===== src/gtl_pkg.sv =====
`timescale 1ns / 1ps
// ----------------------------------------------------------------------------
// gtl_pkg
// shared types and constants of the gated target lock tracker
// ----------------------------------------------------------------------------
package gtl_pkg;

   // configuration register indexes
   localparam logic [1:0] CFG_IMAGE_WIDTH   = 2'd0;
   localparam logic [1:0] CFG_GATE_DISTANCE = 2'd1;
   localparam logic [1:0] CFG_MIN_AREA      = 2'd2;

   localparam int CFG_INDEX_BITS = 2;
   localparam int CFG_DATA_BITS  = 24;

   localparam int IMAGE_WIDTH_BITS   = 13;
   localparam int HALF_WIDTH_BITS    = 12;
   localparam int GATE_DISTANCE_BITS = 12;
   localparam int MIN_AREA_BITS      = 24;

   localparam logic [12:0] IMAGE_WIDTH_RESET   = 13'd640;
   localparam logic [11:0] GATE_DISTANCE_RESET = 12'd80;
   localparam logic [23:0] MIN_AREA_RESET      = 24'd20;

   // entries between front and back
   localparam int QUEUE_DEPTH = 2;

   typedef struct packed {
      logic counting;
      logic last;
   } item_flags_type;

endpackage


===== src/gated_target_lock_tracker_top.sv =====
`timescale 1ns / 1ps
// ----------------------------------------------------------------------------
// gated_target_lock_tracker_top
// tracks one locked target over frames of candidate boxes
//
// req_ channel: one candidate box per item, req_last_box on the frame's final
// item; an item with req_box_present low adds nothing but can close a frame.
// rsp_ channel: one item per frame, issued for the item with req_last_box set,
// giving found, the locked box and its center (all zero when nothing found).
// csr_ port: single-cycle writes of image width, gate distance and min area;
// the user must write only while the block is idle; the block does not enforce it.
// throughput: one item per cycle while req_ready is high; the front classifies
// the box (area gate, center, distance to image center) in the accept cycle, a
// two-entry queue feeds the back, which updates the lock as it takes each item.
// a frame result passes through the queue entry and then the back's result
// register after its last item is accepted, and a stalled rsp_ can delay it.
// a stalled rsp_ receiver holds the result; the back keeps taking items until
// the next last item, then the queue fills and req_ready drops.
// reset: synchronous; registers return to 640 / 80 / 20, lock cleared.
// ----------------------------------------------------------------------------
module gated_target_lock_tracker_top #(
   parameter int COORD_BITS = 12
) (
   input  logic                                  clock,
   input  logic                                  reset,
   input  logic                                  req_valid,
   output logic                                  req_ready,
   input  logic                                  req_box_present,
   input  logic [COORD_BITS-1:0]                 req_box_x,
   input  logic [COORD_BITS-1:0]                 req_box_y,
   input  logic [COORD_BITS:0]                   req_box_w,
   input  logic [COORD_BITS:0]                   req_box_h,
   input  logic                                  req_last_box,
   output logic                                  rsp_valid,
   input  logic                                  rsp_ready,
   output logic                                  rsp_found,
   output logic [COORD_BITS-1:0]                 rsp_out_x,
   output logic [COORD_BITS-1:0]                 rsp_out_y,
   output logic [COORD_BITS:0]                   rsp_out_w,
   output logic [COORD_BITS:0]                   rsp_out_h,
   output logic [COORD_BITS:0]                   rsp_center_x,
   output logic [COORD_BITS:0]                   rsp_center_y,
   input  logic                                  csr_write_enable,
   input  logic [gtl_pkg::CFG_INDEX_BITS-1:0]    csr_index,
   input  logic [gtl_pkg::CFG_DATA_BITS-1:0]     csr_write_data
);

   localparam int DIST_BITS = (COORD_BITS + 1 > gtl_pkg::HALF_WIDTH_BITS) ?
                              COORD_BITS + 1 : gtl_pkg::HALF_WIDTH_BITS;
   localparam int FLAG_BITS = $bits(gtl_pkg::item_flags_type);
   localparam int Q_WIDTH   = FLAG_BITS + 2 * COORD_BITS + 3 * (COORD_BITS + 1) + DIST_BITS;

   logic [gtl_pkg::IMAGE_WIDTH_BITS-1:0]   image_width_ff, image_width_in;
   logic [gtl_pkg::GATE_DISTANCE_BITS-1:0] gate_distance_ff, gate_distance_in;
   logic [gtl_pkg::MIN_AREA_BITS-1:0]      min_area_ff, min_area_in;

   gtl_pkg::item_flags_type front_flags;
   logic [COORD_BITS:0]     front_cx;
   logic [DIST_BITS-1:0]    front_dist;
   logic [Q_WIDTH-1:0]      q_in_data;
   logic [Q_WIDTH-1:0]      q_out_data;
   logic                    q_out_valid;
   logic                    q_out_ready;

   gtl_pkg::item_flags_type back_flags;
   logic [COORD_BITS-1:0]   back_x;
   logic [COORD_BITS-1:0]   back_y;
   logic [COORD_BITS:0]     back_w;
   logic [COORD_BITS:0]     back_h;
   logic [COORD_BITS:0]     back_cx;
   logic [DIST_BITS-1:0]    back_dist;

   always_comb begin
      image_width_in   = image_width_ff;
      gate_distance_in = gate_distance_ff;
      min_area_in      = min_area_ff;
      if (csr_write_enable) begin
         case (csr_index)
            gtl_pkg::CFG_IMAGE_WIDTH: begin
               image_width_in = csr_write_data[gtl_pkg::IMAGE_WIDTH_BITS-1:0];
            end
            gtl_pkg::CFG_GATE_DISTANCE: begin
               gate_distance_in = csr_write_data[gtl_pkg::GATE_DISTANCE_BITS-1:0];
            end
            gtl_pkg::CFG_MIN_AREA: begin
               min_area_in = csr_write_data[gtl_pkg::MIN_AREA_BITS-1:0];
            end
            default: begin
            end
         endcase
      end
   end

   always_ff @(posedge clock) begin
      if (reset) begin
         image_width_ff   <= gtl_pkg::IMAGE_WIDTH_RESET;
         gate_distance_ff <= gtl_pkg::GATE_DISTANCE_RESET;
         min_area_ff      <= gtl_pkg::MIN_AREA_RESET;
      end else begin
         image_width_ff   <= image_width_in;
         gate_distance_ff <= gate_distance_in;
         min_area_ff      <= min_area_in;
      end
   end

   gtl_front #(
      .COORD_BITS (COORD_BITS),
      .DIST_BITS  (DIST_BITS)
   ) u_front (
      .box_present (req_box_present),
      .box_x       (req_box_x),
      .box_w       (req_box_w),
      .box_h       (req_box_h),
      .last_box    (req_last_box),
      .image_width (image_width_ff),
      .min_area    (min_area_ff),
      .flags       (front_flags),
      .center_x    (front_cx),
      .distance    (front_dist)
   );

   assign q_in_data = {front_flags, req_box_x, req_box_y, req_box_w, req_box_h,
                       front_cx, front_dist};

   gtl_queue #(
      .WIDTH (Q_WIDTH),
      .DEPTH (gtl_pkg::QUEUE_DEPTH)
   ) u_queue (
      .clock     (clock),
      .reset     (reset),
      .in_valid  (req_valid),
      .in_ready  (req_ready),
      .in_data   (q_in_data),
      .out_valid (q_out_valid),
      .out_ready (q_out_ready),
      .out_data  (q_out_data)
   );

   assign {back_flags, back_x, back_y, back_w, back_h, back_cx, back_dist} = q_out_data;

   gtl_back #(
      .COORD_BITS (COORD_BITS),
      .DIST_BITS  (DIST_BITS)
   ) u_back (
      .clock         (clock),
      .reset         (reset),
      .item_valid    (q_out_valid),
      .item_ready    (q_out_ready),
      .item_flags    (back_flags),
      .item_x        (back_x),
      .item_y        (back_y),
      .item_w        (back_w),
      .item_h        (back_h),
      .item_cx       (back_cx),
      .item_dist     (back_dist),
      .gate_distance (gate_distance_ff),
      .rsp_valid     (rsp_valid),
      .rsp_ready     (rsp_ready),
      .rsp_found     (rsp_found),
      .rsp_out_x     (rsp_out_x),
      .rsp_out_y     (rsp_out_y),
      .rsp_out_w     (rsp_out_w),
      .rsp_out_h     (rsp_out_h),
      .rsp_center_x  (rsp_center_x),
      .rsp_center_y  (rsp_center_y)
   );

   // empty frame gives an all-zero item
   a_empty_zero : assert property (@(posedge clock) disable iff (reset)
      (rsp_valid && !rsp_found) |-> (rsp_out_x == '0 && rsp_out_y == '0 &&
         rsp_out_w == '0 && rsp_out_h == '0 && rsp_center_x == '0 && rsp_center_y == '0))
      else $error("empty frame item carries nonzero fields");

   // a locked box passed the area gate, so it cannot be degenerate
   a_found_size : assert property (@(posedge clock) disable iff (reset)
      (rsp_valid && rsp_found) |-> (rsp_out_w != '0 && rsp_out_h != '0))
      else $error("locked box has zero width or height");

   // centers agree with the reported box
   a_found_center : assert property (@(posedge clock) disable iff (reset)
      (rsp_valid && rsp_found) |->
         (rsp_center_x == ({1'b0, rsp_out_x} + {1'b0, rsp_out_w[COORD_BITS:1]}) &&
          rsp_center_y == ({1'b0, rsp_out_y} + {1'b0, rsp_out_h[COORD_BITS:1]})))
      else $error("center does not match locked box");

endmodule


===== src/gtl_front.sv =====
`timescale 1ns / 1ps
// ----------------------------------------------------------------------------
// gtl_front
// classifies an incoming box: area gate, horizontal center, image center distance
// ----------------------------------------------------------------------------
module gtl_front #(
   parameter int COORD_BITS = 12,
   parameter int DIST_BITS  = 13
) (
   input  logic                                      box_present,
   input  logic [COORD_BITS-1:0]                     box_x,
   input  logic [COORD_BITS:0]                       box_w,
   input  logic [COORD_BITS:0]                       box_h,
   input  logic                                      last_box,
   input  logic [gtl_pkg::IMAGE_WIDTH_BITS-1:0]      image_width,
   input  logic [gtl_pkg::MIN_AREA_BITS-1:0]         min_area,
   output gtl_pkg::item_flags_type                   flags,
   output logic [COORD_BITS:0]                       center_x,
   output logic [DIST_BITS-1:0]                      distance
);

   localparam int AREA_BITS = 2 * COORD_BITS + 2;
   localparam int CMP_BITS  = (AREA_BITS > gtl_pkg::MIN_AREA_BITS) ?
                              AREA_BITS : gtl_pkg::MIN_AREA_BITS;

   logic [AREA_BITS-1:0]                     area;
   logic [gtl_pkg::HALF_WIDTH_BITS-1:0]      half_width;
   logic [DIST_BITS-1:0]                     cx_ext;
   logic [DIST_BITS-1:0]                     half_ext;

   assign area       = {{(COORD_BITS+1){1'b0}}, box_w} * {{(COORD_BITS+1){1'b0}}, box_h};
   assign half_width = image_width[gtl_pkg::IMAGE_WIDTH_BITS-1:1];
   assign center_x   = {1'b0, box_x} + {1'b0, box_w[COORD_BITS:1]};

   assign cx_ext   = DIST_BITS'(center_x);
   assign half_ext = DIST_BITS'(half_width);
   assign distance = (cx_ext > half_ext) ? (cx_ext - half_ext) : (half_ext - cx_ext);

   assign flags.counting = box_present && (CMP_BITS'(area) > CMP_BITS'(min_area));
   assign flags.last     = last_box;

endmodule


===== src/gtl_queue.sv =====
`timescale 1ns / 1ps
// ----------------------------------------------------------------------------
// gtl_queue
// small register queue between the classifying front and the tracking back
// ----------------------------------------------------------------------------
module gtl_queue #(
   parameter int WIDTH = 8,
   parameter int DEPTH = gtl_pkg::QUEUE_DEPTH
) (
   input  logic             clock,
   input  logic             reset,
   input  logic             in_valid,
   output logic             in_ready,
   input  logic [WIDTH-1:0] in_data,
   output logic             out_valid,
   input  logic             out_ready,
   output logic [WIDTH-1:0] out_data
);

   localparam int PTR_BITS   = (DEPTH > 1) ? $clog2(DEPTH) : 1;
   localparam int COUNT_BITS = $clog2(DEPTH + 1);
   localparam logic [PTR_BITS-1:0]   LAST_PTR   = PTR_BITS'(DEPTH - 1);
   localparam logic [COUNT_BITS-1:0] FULL_COUNT = COUNT_BITS'(DEPTH);

   logic [WIDTH-1:0]      entry_ff [DEPTH];
   logic [PTR_BITS-1:0]   wr_ptr_ff, wr_ptr_in;
   logic [PTR_BITS-1:0]   rd_ptr_ff, rd_ptr_in;
   logic [COUNT_BITS-1:0] count_ff, count_in;
   logic                  push;
   logic                  pop;

   assign in_ready  = (count_ff != FULL_COUNT);
   assign out_valid = (count_ff != '0);
   assign out_data  = entry_ff[rd_ptr_ff];
   assign push      = in_valid && in_ready;
   assign pop       = out_valid && out_ready;

   always_comb begin
      wr_ptr_in = wr_ptr_ff;
      rd_ptr_in = rd_ptr_ff;
      count_in  = count_ff;
      if (push) begin
         wr_ptr_in = (wr_ptr_ff == LAST_PTR) ? '0 : wr_ptr_ff + 1'b1;
      end
      if (pop) begin
         rd_ptr_in = (rd_ptr_ff == LAST_PTR) ? '0 : rd_ptr_ff + 1'b1;
      end
      if (push && !pop) begin
         count_in = count_ff + 1'b1;
      end else if (pop && !push) begin
         count_in = count_ff - 1'b1;
      end
   end

   always_ff @(posedge clock) begin
      if (reset) begin
         wr_ptr_ff <= '0;
         rd_ptr_ff <= '0;
         count_ff  <= '0;
      end else begin
         wr_ptr_ff <= wr_ptr_in;
         rd_ptr_ff <= rd_ptr_in;
         count_ff  <= count_in;
      end
   end

   always_ff @(posedge clock) begin
      if (push) begin
         entry_ff[wr_ptr_ff] <= in_data;
      end
   end

endmodule


===== src/gtl_back.sv =====
`timescale 1ns / 1ps
// ----------------------------------------------------------------------------
// gtl_back
// lock keeping, nearest-to-center search and per-frame result register
// ----------------------------------------------------------------------------
module gtl_back #(
   parameter int COORD_BITS = 12,
   parameter int DIST_BITS  = 13
) (
   input  logic                                       clock,
   input  logic                                       reset,
   input  logic                                       item_valid,
   output logic                                       item_ready,
   input  gtl_pkg::item_flags_type                    item_flags,
   input  logic [COORD_BITS-1:0]                      item_x,
   input  logic [COORD_BITS-1:0]                      item_y,
   input  logic [COORD_BITS:0]                        item_w,
   input  logic [COORD_BITS:0]                        item_h,
   input  logic [COORD_BITS:0]                        item_cx,
   input  logic [DIST_BITS-1:0]                       item_dist,
   input  logic [gtl_pkg::GATE_DISTANCE_BITS-1:0]     gate_distance,
   output logic                                       rsp_valid,
   input  logic                                       rsp_ready,
   output logic                                       rsp_found,
   output logic [COORD_BITS-1:0]                      rsp_out_x,
   output logic [COORD_BITS-1:0]                      rsp_out_y,
   output logic [COORD_BITS:0]                        rsp_out_w,
   output logic [COORD_BITS:0]                        rsp_out_h,
   output logic [COORD_BITS:0]                        rsp_center_x,
   output logic [COORD_BITS:0]                        rsp_center_y
);

   typedef struct packed {
      logic [COORD_BITS-1:0] x;
      logic [COORD_BITS-1:0] y;
      logic [COORD_BITS:0]   w;
      logic [COORD_BITS:0]   h;
   } box_type;

   localparam int EDGE_BITS = COORD_BITS + 2;

   logic                  lock_held_ff, lock_held_in;
   box_type               locked_box_ff, locked_box_in;
   logic [COORD_BITS:0]   locked_cx_ff, locked_cx_in;
   logic                  keep_found_ff, keep_found_in;
   box_type               keep_box_ff, keep_box_in;
   logic                  nearest_found_ff, nearest_found_in;
   box_type               nearest_box_ff, nearest_box_in;
   logic [DIST_BITS:0]    nearest_dist_ff, nearest_dist_in;
   logic                  rsp_valid_ff, rsp_valid_in;
   logic                  rsp_found_ff, rsp_found_in;
   box_type               rsp_box_ff, rsp_box_in;
   logic [COORD_BITS:0]   rsp_cx_ff, rsp_cx_in;
   logic [COORD_BITS:0]   rsp_cy_ff, rsp_cy_in;

   box_type               item_box;
   box_type               sel_box;
   logic                  pop;
   logic                  overlap;
   logic                  gate_hit;
   logic                  keep_hit;
   logic                  near_hit;
   logic [COORD_BITS:0]   gate_diff;
   logic [EDGE_BITS-1:0]  item_x_end, item_y_end, lock_x_end, lock_y_end;

   assign item_box   = '{x: item_x, y: item_y, w: item_w, h: item_h};
   assign item_ready = !(item_flags.last && rsp_valid_ff && !rsp_ready);
   assign pop        = item_valid && item_ready;

   // overlap: positive intersection on both axes
   assign item_x_end = {2'b00, item_box.x} + {1'b0, item_box.w};
   assign item_y_end = {2'b00, item_box.y} + {1'b0, item_box.h};
   assign lock_x_end = {2'b00, locked_box_ff.x} + {1'b0, locked_box_ff.w};
   assign lock_y_end = {2'b00, locked_box_ff.y} + {1'b0, locked_box_ff.h};
   assign overlap = (item_box.w != '0) && (locked_box_ff.w != '0) &&
                    (item_box.h != '0) && (locked_box_ff.h != '0) &&
                    ({2'b00, item_box.x} < lock_x_end) &&
                    ({2'b00, locked_box_ff.x} < item_x_end) &&
                    ({2'b00, item_box.y} < lock_y_end) &&
                    ({2'b00, locked_box_ff.y} < item_y_end);

   assign gate_diff = (item_cx > locked_cx_ff) ? (item_cx - locked_cx_ff) :
                                                 (locked_cx_ff - item_cx);
   assign gate_hit  = DIST_BITS'(gate_diff) < DIST_BITS'(gate_distance);

   assign keep_hit = item_flags.counting && lock_held_ff && !keep_found_ff &&
                     (overlap || gate_hit);
   assign near_hit = item_flags.counting && ({1'b0, item_dist} < nearest_dist_ff);

   always_comb begin
      lock_held_in     = lock_held_ff;
      locked_box_in    = locked_box_ff;
      locked_cx_in     = locked_cx_ff;
      keep_found_in    = keep_found_ff;
      keep_box_in      = keep_box_ff;
      nearest_found_in = nearest_found_ff;
      nearest_box_in   = nearest_box_ff;
      nearest_dist_in  = nearest_dist_ff;
      rsp_valid_in     = rsp_valid_ff && !rsp_ready;
      rsp_found_in     = rsp_found_ff;
      rsp_box_in       = rsp_box_ff;
      rsp_cx_in        = rsp_cx_ff;
      rsp_cy_in        = rsp_cy_ff;
      sel_box          = nearest_box_ff;
      if (pop) begin
         if (keep_hit) begin
            keep_found_in = 1'b1;
            keep_box_in   = item_box;
         end
         if (near_hit) begin
            nearest_found_in = 1'b1;
            nearest_box_in   = item_box;
            nearest_dist_in  = {1'b0, item_dist};
         end
         if (item_flags.last) begin
            sel_box = (lock_held_ff && keep_found_in) ? keep_box_in : nearest_box_in;
            rsp_valid_in = 1'b1;
            if (nearest_found_in) begin
               lock_held_in  = 1'b1;
               locked_box_in = sel_box;
               locked_cx_in  = {1'b0, sel_box.x} + {1'b0, sel_box.w[COORD_BITS:1]};
               rsp_found_in  = 1'b1;
               rsp_box_in    = sel_box;
               rsp_cx_in     = {1'b0, sel_box.x} + {1'b0, sel_box.w[COORD_BITS:1]};
               rsp_cy_in     = {1'b0, sel_box.y} + {1'b0, sel_box.h[COORD_BITS:1]};
            end else begin
               lock_held_in = 1'b0;
               rsp_found_in = 1'b0;
               rsp_box_in   = '0;
               rsp_cx_in    = '0;
               rsp_cy_in    = '0;
            end
            // new frame
            keep_found_in    = 1'b0;
            nearest_found_in = 1'b0;
            nearest_dist_in  = '1;
         end
      end
   end

   always_ff @(posedge clock) begin
      if (reset) begin
         lock_held_ff     <= 1'b0;
         keep_found_ff    <= 1'b0;
         nearest_found_ff <= 1'b0;
         nearest_dist_ff  <= '1;
         rsp_valid_ff     <= 1'b0;
      end else begin
         lock_held_ff     <= lock_held_in;
         keep_found_ff    <= keep_found_in;
         nearest_found_ff <= nearest_found_in;
         nearest_dist_ff  <= nearest_dist_in;
         rsp_valid_ff     <= rsp_valid_in;
      end
   end

   always_ff @(posedge clock) begin
      locked_box_ff  <= locked_box_in;
      locked_cx_ff   <= locked_cx_in;
      keep_box_ff    <= keep_box_in;
      nearest_box_ff <= nearest_box_in;
      rsp_found_ff   <= rsp_found_in;
      rsp_box_ff     <= rsp_box_in;
      rsp_cx_ff      <= rsp_cx_in;
      rsp_cy_ff      <= rsp_cy_in;
   end

   assign rsp_valid    = rsp_valid_ff;
   assign rsp_found    = rsp_found_ff;
   assign rsp_out_x    = rsp_box_ff.x;
   assign rsp_out_y    = rsp_box_ff.y;
   assign rsp_out_w    = rsp_box_ff.w;
   assign rsp_out_h    = rsp_box_ff.h;
   assign rsp_center_x = rsp_cx_ff;
   assign rsp_center_y = rsp_cy_ff;

endmodule

===== config.mk =====
export PLATFORM = sky130hd
export DESIGN_NAME = gated_target_lock_tracker_top
export DESIGN_NICKNAME = d
export VERILOG_FILES = /design/src/gtl_pkg.sv /design/src/gated_target_lock_tracker_top.sv /design/src/gtl_front.sv /design/src/gtl_queue.sv /design/src/gtl_back.sv
export SDC_FILE = /design/constraint.sdc
export NUM_CORES = 1
export LEC_CHECK = 0
export BUFFER_PORTS_ARGS = -buffer_cell sky130_fd_sc_hd__buf_4
export CAP_MARGIN = 40
export CORE_MARGIN = 1.5
export CORE_UTILIZATION = 40
export CTS_CLUSTER_DIAMETER = 150
export DETAILED_ROUTE_END_ITERATION = 8
export GPL_ROUTABILITY_DRIVEN = 0
export GPL_TIMING_DRIVEN = 0
export PLACE_DENSITY = 0.62
export SETUP_SLACK_MARGIN = 0.15
export SYNTH_ARGS = -nofsm -noshare
export SYNTH_HDL_FRONTEND = slang
export SYNTH_SLANG_ARGS = --single-unit

===== constraint.sdc =====
create_clock -name clock -period 25.7 [get_ports clock]
set_clock_uncertainty 0.15 [all_clocks]
set_input_delay 5.14 -clock clock [delete_from_list [all_inputs] [get_ports clock]]
set_output_delay 5.14 -clock clock [all_outputs]
set_load 0.1 [all_outputs]

==> key figures, run 1 <==
Floorplan
  • Cell Rows: 104
  • Die width: 288 um
  • Initial Util: 40.3%
  • DIE HEIGHT: 288 um
  • Die area: 0.0827 mm2
  • Num ports: 162
  • Core area: 0.0803 mm2

Synthesis
  • Fraction of registers with async set/reset: 0%
  • Mapped Avg Cell Area: 10.3 um2
  • Mapped Cells: 3154
  • Warning count from the yosys run: 0
  • Seq cells post-synth: 467
  • Largest family of logic cells by synthesized area: adder cells
  • Post-synth EDFFs: 396
  • Sequential cell area fraction in the yosys report: 41.1%
  • Fraction of synthesized area in multiplexers: 5.24%
  • Synth Area in Simple Gates: 11.9%
  • Top FF cell, synth: edfxtp_1
  • Post-synth net total: 3665
  • Synth cell types: 79
  • Xor/xnor cell area share of the yosys netlist: 2.81%
  • Synthesized area: 0.0324 mm2
  • Compound-Gate Fraction of Synth Area: 12.9%
  • Synth Area in Adders: 19.6%

STA
  • Setup TNS Final: 0 ps
  • Endpoints failing hold: 0
  • Worst Max-Slew Pin Slew: 949 ps
  • RSZ-0062 raised after global routing: false
  • WHS: 305 ps
  • Post-layout min period: 12430 ps
  • Final Max Tran Viols: 0
  • Fmax: 0.0804 GHz
  • Period Utilization, post-route: 48.4%
  • Slew HR: 36.8%
  • Endpoints failing setup: 0

Route
  • 1st-pass router iterations: 6
  • Via density: 5.36
  • Avg WL per Cell: 20.9 um
  • Antenna viol nets, final: 0
  • Routed vias: 24076
  • Initial DRC count: 1780
  • DRC errors left: 0
  • Wirelength, routed: 94000 um

Clock tree
  • Clock Root Buffer: clkbuf_16
  • Worst-Skew Late Latency: 630 ps
  • Clock sink count: 467
  • H-tree depth: 2
  • CTS tree: yes
  • Cts repair resizes: 0
  • Hold Buf Count CTS: 0
  • CTS Buf Count: 54
  • Clk slew on worst S/H paths: 60 ps
  • Post-CTS setup buffers: 0
  • Longest Clk Path Bufs: 3

Worst setup path
  • Crit. End Element: register
  • R2R Path End: u_back.rsp_center_y[12]
  • Crit start category: input port
  • Internal reg-to-reg setup slack: 14260 ps
  • Worst path slowest cell: fa_1
  • Req. time, crit path: 25860 ps
  • Worst Setup SP: req_box_w[7]
  • Critical path class: in -> reg
  • Critical path's largest stage delay: 530 ps
  • Reg2Reg Depth: 44
  • Most frequent CP cell: fa_1
  • Critical Path AT: 12590 ps
  • Worst Path Max Fanout: 10

Final layout
  • Share of layout cells above drive strength 1: 10.3%
  • Commonest non-fill, non-tap cell in the layout: inv_1
  • Layout area overhead: 14.3%
  • Layout fillers: 7591
  • Most frequent cells in the layout: inv_1, edfxtp_1, ha_1, nand2_1, a21oi_1
  • Final nets: 3898

Min path
  • Hold path cells: 2
  • Hold Path Class: reg -> reg
  • Hold Crit Start: min_area_ff[3]
  • Endpoint, Worst Hold: min_area_ff[3]

Placement
  • Buffers added on ports: 160
  • DP HPWL: 74600 um

Global routing
  • Total track usage: 22.6%
  • Vias in the first global route: 23263
  • Largest net degree at the start of global routing: 70
  • Grt ovf: 0
  • First-pass GRT wire length: 141000 um
  • Antenna violations before repair: 11

Run
  • Max Cap Viol: 0

Run status
  • Run status: finished clean
final cells by class:
cell class                      instances  area (um2)  area share [%]
Clock buffer                           62        1400            3.79
Buffer                                122         573            1.55
Inverter                              404        1520            4.11
Tap cell                             1060        1330            3.58
Multi-Input combinational cell       2161       17000            45.9
Antenna cell                            2        5.00          0.0135
Clock inverter                         36         358           0.967
Sequential cell                       467       13300            36.0
Timing Repair Buffer                  177        1500            4.06
logic make-up (layout without fill, tap and decap cells):
| family | after synthesis | in the layout |
|---|---|---|
| simple gates | 798 | 798 |
| compound gates | 671 | 671 |
| buf+inv | 526 | 801 |
| flops | 467 | 467 |
| fa+ha+maj | 428 | 428 |
| mux | 160 | 160 |
| xor+xnor | 104 | 104 |
| other cells | 0 | 2 |
synth_stat cells (all sizes together), types with 22 or more instances:
cell type  number  area share (%)
a21o           48             1.1
nor3           44            0.68
a21oi         241             3.7
nand2b         22            0.43
buf            37            0.78
ha            296              11
dfxtp          71             4.4
xnor2          60             1.6
o21ai         163             2.5
nor2b          84             1.6
nor2          159             1.8
a211oi         64             1.6
xor2           44             1.2
mux2i          90             2.8
clkbuf         85            0.99
fa            132             8.2
and2          102             2.0
mux2           70             2.4
edfxtp        396              37
inv           404             4.7
nand2         286             3.3
metal layers:
layer  share of wire, %  global-route usage, %  up-vias
met5               0.11                      0        -
met4                3.3                   7.37       16
met3                7.7                   4.01      193
met2                 46                   36.6      870
met1                 43                   30.7    11539
li1                   -                      -    11458
worst max path at each step:
stage | to | cells after the start
finish | u_queue.entry_ff[0][77] | 28
global route | u_queue.entry_ff[1][77] | 28
CTS | u_queue.entry_ff[0][77] | 28
detailed placement | u_queue.entry_ff[0][77] | 28
global placement | u_back.locked_box_ff[37] | 6
floorplan | u_queue.entry_ff[0][77] | 27
worst max-delay path, delay by kind of cell:
family,cells,cell delay [ps]
buffers and inverters,6,680
XOR/XNOR,1,350
adder cells (fa/ha/maj),7,3080
AO/OA/AOI/OAI,7,1630
AND/OR/NAND/NOR,7,1660
registers in the layout, indices dropped and copies added, names as in the netlist, 2 cells and up, named ones only:
name and flops:
gate_distance_ff 12, u_back.nearest_dist_ff 14, u_queue.entry_ff 156, u_back.locked_box_ff 50
u_back.rsp_out_x 12, u_queue.count_ff 2, u_back.rsp_out_w 13, u_back.rsp_out_h 13
u_back.locked_cx_ff 13, u_back.keep_box_ff 50, u_back.rsp_center_y 13, min_area_ff 24
u_back.rsp_center_x 13, u_back.rsp_out_y 12, u_back.nearest_box_ff 50, image_width_ff 12
stage by stage:
stage                     instances  area, um2  utilization [%]  setup WS, ps
after global routing           4490      37000             46.1         12790
after floorplan                3154      32400                -         14160
final                          4491      37000             46.1         13270
after CTS                      4489      37000             46.1         13260
after global placement         4374      34900             43.5          9890
after detailed placement       4391      35200             43.9         12630
Power of run 1 is not shown: default switching activity piles up to over one toggle a cycle in this logic, so the estimate is an artifact.
==> run 2: changes to the inputs <==
Clock period 25.7 ns to 12.45 ns, I/O delays scaled along.
==> key figures, run 2 (synthesis gave the netlist of run 1 again) <==
Final layout
  • Post-Layout Cell Count: 4490 (was 4491)
  • Layout area overhead: 14.3% (about the same)
  • Number of flip-flops in the largest register: 156 (unchanged)
  • Share of layout cells above drive strength 1: 10.3% (about the same)
  • Most frequent cells in the layout: inv_1, edfxtp_1, ha_1, nand2_1, a21oi_1 (unchanged)
  • Biggest register: u_queue.entry_ff (unchanged)
  • Fin area: 0.0370 mm2 (about the same)
  • Commonest non-fill, non-tap cell in the layout: inv_1 (unchanged)
  • Final nets: 3898 (unchanged)

Worst setup path
  • Worst Path Max Fanout: 10 (unchanged)
  • Req. time, crit path: 12670 ps (was 25860 ps)
  • Crit start category: register (was input port)
  • Worst path slowest cell: buf_1 (was fa_1)
  • Crit. End Element: register (unchanged)
  • Critical path class: reg -> reg (was in -> reg)
  • Critical Path AT: 11410 ps (was 12590 ps)
  • Critical path's largest stage delay: 540 ps (was 530 ps)

Min path
  • Hold Crit Start: min_area_ff[3] (unchanged)
  • Hold Path Class: reg -> reg (unchanged)

Floorplan
  • Die width: 288 um (unchanged)
  • Num ports: 162 (unchanged)
  • Initial Util: 40.3% (unchanged)
  • Core area: 0.0803 mm2 (unchanged)
  • Die area: 0.0827 mm2 (unchanged)
  • Cell Rows: 104 (unchanged)
  • DIE HEIGHT: 288 um (unchanged)

Clock tree
  • Worst-Skew Late Latency: 630 ps (about the same)
  • Hold Buf Count CTS: 0 (unchanged)
  • CTS tree: yes (unchanged)
  • CTS Buf Count: 54 (unchanged)
  • Clk slew on worst S/H paths: 60 ps (about the same)
  • Post-CTS setup buffers: 0 (unchanged)
  • Clock sink count: 467 (unchanged)
  • Clock Root Buffer: clkbuf_16 (unchanged)
  • H-tree depth: 2 (unchanged)
  • Longest Clk Path Bufs: 3 (unchanged)
  • Cts repair resizes: 0 (unchanged)

Placement
  • Setup slack at placement: 1120 ps (was 12630 ps)
  • Placed Cells: 4391 (unchanged)
  • Buffers added on ports: 160 (unchanged)
  • Area after DPL: 0.0352 mm2 (unchanged)
  • DP HPWL: 74600 um (unchanged)

Route
  • DRC errors left: 0 (unchanged)
  • 1st-pass router iterations: 6 (unchanged)
  • Initial DRC count: 1897 (was 1780)
  • Antenna viol nets, final: 0 (unchanged)
  • Routed vias: 23987 (was 24076)
  • Via density: 5.34 (was 5.36)
  • Wirelength, routed: 94000 um (about the same)
  • Avg WL per Cell: 20.9 um (about the same)

STA
  • Final Max Tran Viols: 0 (unchanged)
  • Worst Max-Slew Pin Slew: 922 ps (was 949 ps)
  • RSZ-0062 raised after global routing: false (unchanged)
  • Slew HR: 38.5% (was 36.8%)
  • Post-layout min period: 11180 ps
  • Final setup margin: 1270 ps (was 13270 ps)
  • Endpoints failing setup: 0 (unchanged)
  • Fmax: 0.0894 GHz
  • Endpoints failing hold: 0 (unchanged)
  • Period Utilization, post-route: 89.8%

Global routing
  • Vias in the first global route: 23263 (unchanged)
  • Antenna violations before repair: 11 (unchanged)
  • First-pass GRT wire length: 141000 um (unchanged)
  • Grt ovf: 0 (unchanged)
  • Total track usage: 22.6% (unchanged)
  • Largest net degree at the start of global routing: 70 (unchanged)

Run
  • Max Cap Viol: 0 (unchanged)

Run status
  • Run status: finished clean (unchanged)
==> run 2: path summary, 6_finish.rpt <==
check             slack [ps]                      end  cells after the start
hold reg to reg          310           min_area_ff[3]                      2
setup / recovery        1270  u_back.rsp_center_y[12]                     44
setup reg to reg        1270  u_back.rsp_center_y[12]                     44
hold / removal           310           min_area_ff[3]                      2
==> run 2: final cells by class <==
cell class / instances / area (um2)
antenna: 1 / 2.50
buffer: 122 / 574
clock buffer: 62 / 1400
clock inverter: 36 / 358
fill: 7591 / 43300
inverter: 404 / 1520
multi-input combinational: 2161 / 17000
sequential: 467 / 13300
tap: 1060 / 1330
timing repair buffer: 177 / 1500
==> run 2: metal layers <==
| layer | vias to the layer above | GRT usage, % | wire length, um |
|---|---|---|---|
| li1 | 11454 | - | - |
| met1 | 11520 | 30.7 | 40600 |
| met2 | 825 | 36.6 | 43200 |
| met3 | 172 | 4.01 | 7030 |
| met4 | 16 | 7.37 | 3070 |
| met5 | - | 0 | 102 |
==> run 2: through the flow <==
step / util [%] / setup TNS, ps / hold WS (ps)
global placement: 43.5 / -45000 / 295
detailed placement: 43.9 / 0 / 296
finish: 46.1 / 0 / 305
global route: 46.1 / 0 / 329
floorplan: - / 0 / 278
CTS: 46.1 / 0 / 308
==> run 2: critical path: cells and delay by family, from the launching register on <==
family / cells / cell delay [ps]
multiplexers: 4 / 1320
buffers and inverters: 14 / 3270
AND/OR/NAND/NOR: 8 / 1270
AO/OA/AOI/OAI: 14 / 3390
adder cells (fa/ha/maj): 4 / 1210
flip-flops: 1 / 320
Power of run 2 is left out for the same reason.
